===== config.mk =====
export PLATFORM = sky130hd
export DESIGN_NAME = marching_squares_case_index_core
export DESIGN_NICKNAME = d
export VERILOG_FILES = /design/src/hdl/msci_pkg.sv /design/src/hdl/msci_line_buf.sv /design/src/hdl/marching_squares_case_index_core.sv
export SDC_FILE = /design/constraint.sdc
export NUM_CORES = 2
export LEC_CHECK = 0
export BUFFER_PORTS_ARGS = -buffer_cell sky130_fd_sc_hd__buf_2
export CORE_ASPECT_RATIO = 1.5
export CORE_MARGIN = 2
export CORE_UTILIZATION = 35
export CTS_BUF_LIST = sky130_fd_sc_hd__clkbuf_2
export DETAILED_ROUTE_END_ITERATION = 7
export PLACE_DENSITY = 0.45
export SLEW_MARGIN = 15
export SYNTH_ARGS = -nofsm -noshare
export SYNTH_HDL_FRONTEND = slang
export SYNTH_SLANG_ARGS = --single-unit

===== constraint.sdc =====
create_clock -name clk -period 73.3 [get_ports clk]
set_clock_uncertainty 0.1 [all_clocks]
set_input_delay 7.33 -clock clk [delete_from_list [all_inputs] [get_ports clk]]
set_output_delay 7.33 -clock clk [all_outputs]
set_load 0.1 [all_outputs]

===== src/hdl/msci_pkg.sv =====
// shared types and constants of the marching squares case index block
package msci_pkg;

  // configuration register indexes
  localparam logic [1:0] CFG_IMAGE_ROWS  = 2'd0;
  localparam logic [1:0] CFG_IMAGE_COLS  = 2'd1;
  localparam logic [1:0] CFG_SAMPLE_STEP = 2'd2;
  localparam logic [1:0] CFG_THRESHOLD   = 2'd3;

  // register reset values
  localparam logic [11:0] ROWS_RESET      = 12'd2048;
  localparam logic [11:0] COLS_RESET      = 12'd2048;
  localparam logic [6:0]  STEP_RESET      = 7'd8;
  localparam logic [7:0]  THRESHOLD_RESET = 8'd200;

  // legal ranges that the registers are clamped to
  localparam logic [11:0] SIZE_MIN = 12'd2;
  localparam logic [11:0] SIZE_MAX = 12'd2048;
  localparam logic [6:0]  STEP_MIN = 7'd2;
  localparam logic [6:0]  STEP_MAX = 7'd64;

  // line buffer read request
  typedef struct packed {
    logic        en;
    logic [10:0] idx;
  } lb_rd_t;

  // line buffer write request
  typedef struct packed {
    logic        en;
    logic [10:0] idx;
    logic        data;
  } lb_wr_t;

  // sample point waiting for its line buffer read
  typedef struct packed {
    logic        sample;
    logic        emit;
    logic        pt_bit;
    logic        last;
    logic [10:0] gcol;
    logic [9:0]  crow;
    logic [9:0]  ccol;
  } s1_t;

endpackage


===== src/hdl/msci_line_buf.sv =====
// line buffer holding the grid point bits of the previous grid row
module msci_line_buf #(
  parameter int LINE_DEPTH = 2048
) (
  input  logic            clk,
  input  msci_pkg::lb_rd_t rd,
  input  msci_pkg::lb_wr_t wr,
  output logic            rd_bit
);

  localparam int AW = (LINE_DEPTH > 1) ? $clog2(LINE_DEPTH) : 1;
  localparam int IW = (AW + 1 > 11) ? AW + 1 : 11;

  logic          mem [LINE_DEPTH];
  logic          rd_bit_r;
  logic [IW-1:0] rd_ext;
  logic [IW-1:0] wr_ext;
  logic          rd_in;
  logic          wr_in;
  logic          fwd;

  assign rd_ext = IW'(rd.idx);
  assign wr_ext = IW'(wr.idx);
  // entries past the depth: writes dropped, reads give zero
  assign rd_in  = rd_ext < IW'(LINE_DEPTH);
  assign wr_in  = wr_ext < IW'(LINE_DEPTH);
  // write and read of one entry at the same edge
  assign fwd    = wr.en && wr_in && (wr.idx == rd.idx);

  always_ff @(posedge clk) begin
    if (wr.en && wr_in) begin
      mem[wr_ext[AW-1:0]] <= wr.data;
    end
    if (rd.en) begin
      rd_bit_r <= rd_in ? (fwd ? wr.data : mem[rd_ext[AW-1:0]]) : 1'b0;
    end
  end

  assign rd_bit = rd_bit_r;

endmodule


===== src/hdl/marching_squares_case_index_core.sv =====
// marching squares case index core: pixel stream in, cell case indexes out
// a cell's request goes through stage one and then the output register
// throughput: one pixel per cycle while in_stall is low, set by the single line buffer
// read and write each cycle; pixels that are no sample point give no request
// reset: synchronous active-low rst_n clears counters, pipeline and output valid
// and restores register defaults; the line buffer is not cleared
module marching_squares_case_index_core #(
  parameter int LINE_DEPTH = 2048
) (
  input  logic        clk,
  input  logic        rst_n,
  // pixel input
  input  logic        in_valid,
  output logic        in_stall,
  input  logic [7:0]  in_red,
  input  logic [7:0]  in_green,
  input  logic [7:0]  in_blue,
  // cell output
  output logic        out_valid,
  input  logic        out_stall,
  output logic [3:0]  out_case_index,
  output logic [9:0]  out_cell_row,
  output logic [9:0]  out_cell_col,
  output logic        out_last_cell,
  // configuration writes
  input  logic        cfg_valid,
  output logic        cfg_ready,
  input  logic [1:0]  cfg_index,
  input  logic [11:0] cfg_data
);

  // configuration registers
  logic [11:0] image_rows_r, image_rows_nxt;
  logic [11:0] image_cols_r, image_cols_nxt;
  logic [6:0]  sample_step_r, sample_step_nxt;
  logic [7:0]  threshold_r, threshold_nxt;

  // raster and grid position
  logic [10:0] pixel_row_r, pixel_row_nxt;
  logic [10:0] pixel_col_r, pixel_col_nxt;
  logic [5:0]  row_phase_r, row_phase_nxt;
  logic [5:0]  col_phase_r, col_phase_nxt;
  logic [10:0] grid_row_r, grid_row_nxt;
  logic [10:0] grid_col_r, grid_col_nxt;

  // neighbour bits, updated in stage one in request order
  logic        left_r, left_nxt;
  logic        diag_r, diag_nxt;

  // stage one and output register
  logic        s1_valid_r, s1_valid_nxt;
  msci_pkg::s1_t s1_r, s1_nxt;
  logic        out_valid_r, out_valid_nxt;
  logic [3:0]  out_case_r, out_case_nxt;
  logic [9:0]  out_row_r, out_row_nxt;
  logic [9:0]  out_col_r, out_col_nxt;
  logic        out_last_r, out_last_nxt;

  // stage zero decode
  logic [11:0] rows_c, cols_c;
  logic [6:0]  step_c;
  logic [11:0] pr_ext, pc_ext;
  logic        last_row, last_col, reg_row, reg_col, sample;
  logic [9:0]  gray_sum, gray_lim;
  logic        pt_bit;
  logic [6:0]  row_ph_inc, col_ph_inc;
  logic [10:0] grow_m1, gcol_m1;

  logic        in_accept, s1_adv, tr_bit;
  msci_pkg::lb_rd_t lb_rd;
  msci_pkg::lb_wr_t lb_wr;

  assign cfg_ready = 1'b1;

  // clamp the registers to their legal ranges
  always_comb begin
    rows_c = (image_rows_r < msci_pkg::SIZE_MIN) ? msci_pkg::SIZE_MIN :
             (image_rows_r > msci_pkg::SIZE_MAX) ? msci_pkg::SIZE_MAX : image_rows_r;
    cols_c = (image_cols_r < msci_pkg::SIZE_MIN) ? msci_pkg::SIZE_MIN :
             (image_cols_r > msci_pkg::SIZE_MAX) ? msci_pkg::SIZE_MAX : image_cols_r;
    step_c = (sample_step_r < msci_pkg::STEP_MIN) ? msci_pkg::STEP_MIN :
             (sample_step_r > msci_pkg::STEP_MAX) ? msci_pkg::STEP_MAX : sample_step_r;
  end

  // sample point decode for the pixel on the input
  always_comb begin
    pr_ext   = {1'b0, pixel_row_r};
    pc_ext   = {1'b0, pixel_col_r};
    last_row = pr_ext >= (rows_c - 12'd1);
    last_col = pc_ext >= (cols_c - 12'd1);
    // a regular grid line needs a whole step left before the frame edge
    reg_row  = !last_row && (row_phase_r == 6'd0) && ((pr_ext + {5'd0, step_c}) <= rows_c);
    reg_col  = !last_col && (col_phase_r == 6'd0) && ((pc_ext + {5'd0, step_c}) <= cols_c);
    sample   = (reg_row || last_row) && (reg_col || last_col);
    // floor(sum/3) <= t is the same as sum <= 3t+2
    gray_sum = 10'(in_red) + 10'(in_green) + 10'(in_blue);
    gray_lim = ({2'd0, threshold_r} << 1) + {2'd0, threshold_r} + 10'd2;
    // bottom-right corner point is always outside
    pt_bit   = (gray_sum <= gray_lim) && !(last_row && last_col);
    row_ph_inc = {1'b0, row_phase_r} + 7'd1;
    col_ph_inc = {1'b0, col_phase_r} + 7'd1;
    grow_m1  = grid_row_r - 11'd1;
    gcol_m1  = grid_col_r - 11'd1;
  end

  // handshake: stage one moves on unless its cell finds the output full and stalled
  assign s1_adv    = s1_valid_r && (!s1_r.emit || !out_valid_r || !out_stall);
  assign in_stall  = s1_valid_r && !s1_adv;
  assign in_accept = in_valid && !in_stall;

  // line buffer: read on accepting a sample point, write back when it leaves stage one
  assign lb_rd.en   = in_accept && sample;
  assign lb_rd.idx  = grid_col_r;
  assign lb_wr.en   = s1_adv && s1_r.sample;
  assign lb_wr.idx  = s1_r.gcol;
  assign lb_wr.data = s1_r.pt_bit;

  msci_line_buf #(
    .LINE_DEPTH (LINE_DEPTH)
  ) u_line_buf (
    .clk    (clk),
    .rd     (lb_rd),
    .wr     (lb_wr),
    .rd_bit (tr_bit)
  );

  // next state
  always_comb begin
    image_rows_nxt  = image_rows_r;
    image_cols_nxt  = image_cols_r;
    sample_step_nxt = sample_step_r;
    threshold_nxt   = threshold_r;
    if (cfg_valid && cfg_ready) begin
      unique case (cfg_index)
        msci_pkg::CFG_IMAGE_ROWS:  image_rows_nxt  = cfg_data;
        msci_pkg::CFG_IMAGE_COLS:  image_cols_nxt  = cfg_data;
        msci_pkg::CFG_SAMPLE_STEP: sample_step_nxt = cfg_data[6:0];
        msci_pkg::CFG_THRESHOLD:   threshold_nxt   = cfg_data[7:0];
      endcase
    end

    pixel_row_nxt = pixel_row_r;
    pixel_col_nxt = pixel_col_r;
    row_phase_nxt = row_phase_r;
    col_phase_nxt = col_phase_r;
    grid_row_nxt  = grid_row_r;
    grid_col_nxt  = grid_col_r;
    if (in_accept) begin
      if (sample && reg_col) begin
        grid_col_nxt = grid_col_r + 11'd1;
      end
      if (last_col) begin
        // end of a pixel row
        pixel_col_nxt = 11'd0;
        col_phase_nxt = 6'd0;
        grid_col_nxt  = 11'd0;
        if (last_row) begin
          // end of frame
          pixel_row_nxt = 11'd0;
          row_phase_nxt = 6'd0;
          grid_row_nxt  = 11'd0;
        end else begin
          if (reg_row) begin
            grid_row_nxt = grid_row_r + 11'd1;
          end
          row_phase_nxt = (row_ph_inc >= step_c) ? 6'd0 : row_ph_inc[5:0];
          pixel_row_nxt = pixel_row_r + 11'd1;
        end
      end else begin
        col_phase_nxt = (col_ph_inc >= step_c) ? 6'd0 : col_ph_inc[5:0];
        pixel_col_nxt = pixel_col_r + 11'd1;
      end
    end

    // stage one load
    s1_valid_nxt = in_accept ? 1'b1 : (s1_adv ? 1'b0 : s1_valid_r);
    s1_nxt       = s1_r;
    if (in_accept) begin
      s1_nxt.sample = sample;
      s1_nxt.emit   = sample && (grid_row_r != 11'd0) && (grid_col_r != 11'd0);
      s1_nxt.pt_bit = pt_bit;
      s1_nxt.last   = last_row && last_col;
      s1_nxt.gcol   = grid_col_r;
      s1_nxt.crow   = grow_m1[9:0];
      s1_nxt.ccol   = gcol_m1[9:0];
    end

    // neighbour bits follow the sample points in order
    left_nxt = left_r;
    diag_nxt = diag_r;
    if (s1_adv && s1_r.sample) begin
      left_nxt = s1_r.pt_bit;
      diag_nxt = tr_bit;
    end

    // output register
    out_valid_nxt = out_valid_r && out_stall;
    out_case_nxt  = out_case_r;
    out_row_nxt   = out_row_r;
    out_col_nxt   = out_col_r;
    out_last_nxt  = out_last_r;
    if (s1_adv && s1_r.emit) begin
      out_valid_nxt = 1'b1;
      out_case_nxt  = {diag_r, tr_bit, s1_r.pt_bit, left_r};
      out_row_nxt   = s1_r.crow;
      out_col_nxt   = s1_r.ccol;
      out_last_nxt  = s1_r.last;
    end
  end

  // control state
  always_ff @(posedge clk) begin
    if (!rst_n) begin
      image_rows_r  <= msci_pkg::ROWS_RESET;
      image_cols_r  <= msci_pkg::COLS_RESET;
      sample_step_r <= msci_pkg::STEP_RESET;
      threshold_r   <= msci_pkg::THRESHOLD_RESET;
      pixel_row_r   <= 11'd0;
      pixel_col_r   <= 11'd0;
      row_phase_r   <= 6'd0;
      col_phase_r   <= 6'd0;
      grid_row_r    <= 11'd0;
      grid_col_r    <= 11'd0;
      left_r        <= 1'b0;
      diag_r        <= 1'b0;
      s1_valid_r    <= 1'b0;
      out_valid_r   <= 1'b0;
    end else begin
      image_rows_r  <= image_rows_nxt;
      image_cols_r  <= image_cols_nxt;
      sample_step_r <= sample_step_nxt;
      threshold_r   <= threshold_nxt;
      pixel_row_r   <= pixel_row_nxt;
      pixel_col_r   <= pixel_col_nxt;
      row_phase_r   <= row_phase_nxt;
      col_phase_r   <= col_phase_nxt;
      grid_row_r    <= grid_row_nxt;
      grid_col_r    <= grid_col_nxt;
      left_r        <= left_nxt;
      diag_r        <= diag_nxt;
      s1_valid_r    <= s1_valid_nxt;
      out_valid_r   <= out_valid_nxt;
    end
  end

  // payload
  always_ff @(posedge clk) begin
    s1_r       <= s1_nxt;
    out_case_r <= out_case_nxt;
    out_row_r  <= out_row_nxt;
    out_col_r  <= out_col_nxt;
    out_last_r <= out_last_nxt;
  end

  assign out_valid      = out_valid_r;
  assign out_case_index = out_case_r;
  assign out_cell_row   = out_row_r;
  assign out_cell_col   = out_col_r;
  assign out_last_cell  = out_last_r;

endmodule

# Word-level counts from Yosys, hierarchy flattened
# Memory sizes are Yosys's and may differ from the RTL's. A register that Yosys moved wholly into a read port is not among the register bits.
# Index checks and enable logic that the tools add are counted.
classes:
  add_sub_neg: 16
  order_cmp: 15
  eq_ne: 3
  n_mux: 21
  reduce_logical: 46
ops:
  columns: ["cell", "n"]
  rows:
  - ["2-to-1 mux 11 bit", 6]
  - ["2-to-1 mux 12 bit", 4]
  - ["adder 11 x 1 -> 11 bit (second input constant)", 4]
  - ["adder 11 x 7 -> 12 bit", 2]
  - ["greater-or-equal comparator 11 x 12 -> 1 bit", 2]
  - ["> comparator 12 bit (second input constant)", 2]
  - ["<= comparator 12 bit", 2]
  - ["< comparator 11 x 12 -> 1 bit (second input constant)", 2]
  - ["< comparator 12 x 2 -> 1 bit (second input constant)", 2]
  - ["2-to-1 mux 6 bit", 4]
  - ["subtractor 12 x 1 -> 12 bit (second input constant)", 2]
  - ["nonzero test 11 bit", 2]
  - ["adder 9 x 8 -> 10 bit", 2]
  - ["subtractor 10 x 1 -> 10 bit (second input constant)", 2]
  - ["logical AND 1 bit", 18]
  - ["adder 6 x 1 -> 7 bit (second input constant)", 2]
  - ["greater-or-equal comparator 7 bit", 2]
  - ["2-to-1 mux 7 bit", 2]
  - ["logical NOT 6 bit", 2]
  - ["AND reduction 2 bit", 6]
  - ["adder 10 x 2 -> 10 bit (second input constant)", 1]
  - ["<= comparator 10 bit", 1]
  - ["adder 8 x 8 -> 9 bit", 1]
  - ["logical NOT 1 bit", 9]
  - ["9 further kinds", 19]
totals:
  regBits: 159
  ramBits: 2048
  in_bits: 43
  output_inout_bits: 28
  word_cells: 127
  memories: 1
mem_list:
  columns: ["name", "words", "width", "rd", "rd_clocked_by_memory_dff", "write_ports", "line", "rtl"]
  rows:
  - ["u_line_buf.mem", 2048, 1, 1, 1, 1, "msci_line_buf.sv:14", "logic mem [LINE_DEPTH];"]

# Longest topological paths before layout
depth:
  word_depth: 13
  ltp_mapped: 24
  depth_no_buf: 23

# Hierarchy
# From an unflattened synthesis, not the netlist that was laid out.
hier_totals:
  cells_unflattened: 7166
  area_unflattened_um2: 98498.2
by_module_without_submodules:
  columns: ["mod", "instances", "cells_each", "area_per_inst_um2", "seq_area_each_um2"]
  rows:
  - ["msci_line_buf", 1, 6071, 88539.9, 61529.0]
  - ["marching_squares_case_index_core", 1, 1095, 9958.3, 3783.6]

# Worst setup path before layout
# OpenSTA, ideal clock, no wires.
synth_timing:
  path_type: "reg2reg"
  startpoint: "register s1_r, in the netlist lb_wr[0]"
  endpoint: "register out_case_r[1], in the netlist out_case_index[1] (data pin)"
  setup_ns: 5.149
  t_arrival_ns: 23.772
  t_required_ns: 68.051
  setup_slack_ns: 44.280
  path_stages_with_launch: 1
  n_path_buf: 0
  synth_period_minus_slack_ns: 29.020
  cell_sequence: "edfxtp_1"
synth_lines:
  columns: ["element", "line", "rtl"]
  rows:
  - ["start, declared", "marching_squares_case_index_core.sv:52", "msci_pkg::s1_t s1_r, s1_nxt;"]
  - ["start signal, assigned", "marching_squares_case_index_core.sv:248", "s1_r <= s1_nxt;"]
  - ["end signal, assigned", "marching_squares_case_index_core.sv:249", "out_case_r <= out_case_nxt;"]
  - ["end, declared", "marching_squares_case_index_core.sv:54", "logic [3:0] out_case_r, out_case_nxt;"]
# No word-level cell between the ends.

# Final worst setup path
layout_timing:
  startpoint: "input port out_stall"
  endpoint: "output port in_stall"
layout_between:
  elab_chain_len: 5
layout_lines:
  columns: ["element", "line", "rtl"]
  rows:
  - ["start, declared", "marching_squares_case_index_core.sv:20", "input logic out_stall,"]
  - ["logical NOT 1 bit", "marching_squares_case_index_core.sv:107", "assign s1_adv = s1_valid_r && (!s1_r.emit || !out_valid_r || !out_stall);"]
  - ["logical OR 1 bit", "marching_squares_case_index_core.sv:107", null]
  - ["logical AND 1 bit", "marching_squares_case_index_core.sv:107", null]
  - ["logical NOT 1 bit", "marching_squares_case_index_core.sv:108", "assign in_stall = s1_valid_r && !s1_adv;"]
  - ["logical AND 1 bit", "marching_squares_case_index_core.sv:108", null]
  - ["end, declared", "marching_squares_case_index_core.sv:14", "output logic in_stall,"]
# Every way passes these cells.

==> summary.md <==
| Metric | Value |
|---|---|
| Fmax achieved | `about 64 MHz` |
| Post-CTS Hold Buffers | `0` |
| Top delay family on crit path | `buffers and inverters` |
| Post-CTS Setup Bufs | `0` |
| DRT Wirelength | `322000 um` |
| Outcome | `complete, no violations` |
| Final Hold Viols | `0` |
| Synth cell types | `83` |
| Setup TNS | `0 ns` |
| CP required | `65.87 ns` |
| Worst Path Arrival | `8.15 ns` |
| Skew-Pair Late Insertion Delay | `between 1.5 and 2 ns` |
| 1st-iter DRT viols | `around 5400` |
| Post-synth top area share | `between 60 and 70%` |
| Syn. warnings | `0` |
| Final setup viols | `0` |
| Layout cells sized above 1 | `approximately 20%` |
| Cells after DPL | `between 10000 and 15000` |
| Worst Tran Pin Value | `around 1.2 ns` |
| Max-slew violations | `0` |
| Crit. path cell count | `4` |
| Cell taking the most area after synthesis | `edfxtp_1` |
| Reg2Reg Depth | `12` |
| Die Y | `~650 um` |
| Count leader, synth | `nor2_1` |
| Pin count of the biggest net entering global routing | `around 320` |
| Setup crit end kind | `output pin` |
| WL per Instance | `approximately 29 um` |
| Power share of the sequential group | `58.5%` |
| GP Congestion | `between 0.7 and 0.8` |
| Synth Area per Inst | `roughly 14 sq um` |
| CTS tree | `done` |
| Tightest Hold Check Type | `reg2reg` |
| Area growth syn-to-layout | `8.18%` |
| Top cells by area, synth | `edfxtp_1, mux4_2, nor2_1` |
| CP max stage delay | `~0.45 ns` |
| Global route total overflow | `0` |
| CTS Buffer Depth | `4` |
| Drt drc | `0` |
| Ports | `about 70` |
| Core Region | `280000 sq um` |
| Routed Antenna Nets | `0` |
| Crit-path max FO | `3` |
| Clk slew on worst S/H paths | `0.09 ns` |
| Most used cell along the critical path | `buf_2` |
| Final Cell Area | `107000 sq um` |
| DP Area | `slightly above 100000 sq um` |
| CTS Buf Count | `approximately 550` |
| Clock root cell | `clkbuf_2` |
| Post-Synthesis Cells | `7073` |
| Vias/cell | `around 5.5` |
| Int Pwr | `1830 uW` |
| Fin cells | `11279` |
| Max IR drop VDD | `~0.014 mV` |
| Overall Global Routing Usage | `22.2%` |
| Nets@finish | `roughly 7400` |
| Most frequent cells after synthesis | `nor2_1, edfxtp_1, clkbuf_1` |
| Row cnt | `~240` |
| HPWL after detailed placement | `between 150000 and 200000 um` |
| Crit path launch type | `input pin` |
| Seq cells post-synth | `roughly 2200` |
| RSZ-0062 raised after global routing | `no` |
| Power Density | `about 23 nW/um^2` |
| CTS Sinks | `around 2200` |
| Pleak | `around 0.033 uW` |
| Main synth FF type | `edfxtp_1` |
| Combinational Power Share | `slightly below 9%` |
| First-pass iteration count of the detailed router | `5` |
| Mapped Area | `roughly 99000 sq um` |
| Final Cycle Share | `21.3%` |
| Htree depth | `6` |
| Post-synth EDFFs | `approximately 2100` |
| WP buf/inv | `2` |
| Overall die width | `approximately 440 um` |
| Setup CP Type | `in2out` |
| Number of max-cap violations | `0` |
| Initial Util | `a little over a third` |
| Asr flop ratio synth | `0%` |
| Switching part of the total | `26.4%` |
| Final Critical Period | `between 15 and 20 ns` |
| IO buf count | `just under 70` |
| Crit path cell chain | `buf_2, nand2_1, nor2_1, buf_2` |
| Initial antenna violation count | `7` |
| Slew Limit Headroom | `between 10% and 20%` |
| Post-CTS sizing | `0` |
| Net Count, Synth | `between 7000 and 8000` |
| Full die area | `286000 sq um` |
| Hold path cells | `0` |
| Sequential area share after synthesis | `around 66%` |
| Via count | `about 62000` |
| First-pass GRT wire length | `455000 um` |
| Clk pwr share | `32.7%` |
| Vias in the first global route | `63193` |
| Critical-path top delay cell | `buf_2` |
| Sw power | `between 600 and 700 uW` |
## power groups by stage
stage | sequential (uW) | combinational (uW) | clock [uW]
floorplan | 1670 | 116 | 0
global placement | 1480 | 215 | 0
detailed placement | 1480 | 221 | 0
CTS | 1450 | 222 | 843
global route | 1450 | 239 | 898
finish | 1450 | 220 | 813
## cell type report
cell class,count,area [sq um]
multi-input combinational,4180,30300
clock buffer,780,3900
timing repair buffer,219,1640
fill,27098,173000
clock inverter,106,652
inverter,59,224
antenna,7,17.5
sequential,2208,65300
tap,3720,4650
## cell families (layout without fill, tap and decap cells)
logic type / after synthesis / after routing / synth area share [%]
other cells: 1 / 8 / 0.00380
xor+xnor: 96 / 96 / 0.852
mux: 610 / 610 / 12.7
compound gates: 523 / 523 / 3.61
buf+inv: 685 / 1164 / 3.46
fa+ha+maj: 131 / 131 / 1.75
flops: 2208 / 2208 / 66.2
simple gates: 2819 / 2819 / 11.4
## worst paths after layout
check	slack, ns	endpoint	from
setup / recovery	57.72	in_stall	out_stall
hold / removal	0.29	out_last_cell	s1_r[31]
setup reg to reg	67.08	u_line_buf.rd_bit	grid_col_r[1]
hold reg to reg	0.29	out_last_cell	s1_r[31]
## sequential cells by signal, summed over array words and instances, names as in the netlist
signal,flops
col_phase_r,6
diag_r,1
grid_col_r,11
grid_row_r,11
image_cols_r,12
image_rows_r,12
lb_wr,12
left_r,1
out_case_index,4
out_cell_col,10
out_cell_row,10
out_last_cell,1
out_valid,1
pixel_col_r,11
pixel_row_r,11
row_phase_r,6
s1_r,23
s1_valid_r,1
sample_step_r,7
threshold_r,8
u_line_buf.mem,2048
u_line_buf.rd_bit,1
## layer usage
metal | vias up | global-route usage, % | routed length, um
met1 | 32453 | 26.2 | 123000
met5 | - | 0 | 24
met3 | 585 | 3.20 | 17600
met2 | 2054 | 40.5 | 170000
met4 | 4 | 8.42 | 12100
li1 | 26499 | - | -
## metrics by stage
step / hold slack (ns) / power, uW / worst slack, ns / utilization [%]
finish: 0.294 / 2490 / 57.72 / 38.1
global route: 0.330 / 2590 / 57.66 / 38.1
CTS: 0.294 / 2520 / 57.71 / 38.1
detailed placement: 0.306 / 1700 / 57.71 / 36.4
global placement: 0.304 / 1700 / 57.69 / 36.4
floorplan: 0.300 / 1790 / 44.28 / -
## cell usage in the layout (no fill, tap or decap), types with 14 or more instances in the layout
cell / synthesis / routed
o21ai_0: 64 / 63
nand2b_1: 16 / 16
dfxtp_1: 99 / 92
nor3_1: 29 / 27
xnor2_1: 54 / 54
a31oi_1: 16 / 16
a21boi_0: 37 / 37
and3_1: 19 / 19
a221oi_1: 14 / 14
nand2_1: 355 / 308
mux2i_1: 118 / 118
clkinv_1: 3 / 78
nor2_1: 2177 / 2172
xor2_1: 42 / 42
mux4_2: 392 / 392
inv_1: 53 / 53
mux4_1: 94 / 94
buf_4: 27 / 138
o221ai_1: 15 / 15
buf_2: 68 / 69
a21o_1: 29 / 29
a211oi_1: 32 / 32
edfxtp_1: 2109 / 2109
a21oi_1: 103 / 102
ha_1: 119 / 119
nor2b_1: 28 / 26
clkbuf_2: 0 / 780
or3_1: 20 / 20
a22oi_1: 67 / 67
inv_2: 3 / 15
nand2_2: 0 / 15
nand3_1: 70 / 70
nand2_4: 0 / 32
nor4_1: 15 / 14
o22ai_1: 45 / 45
nand4_1: 27 / 27
Power figures use the tool's default switching activity.
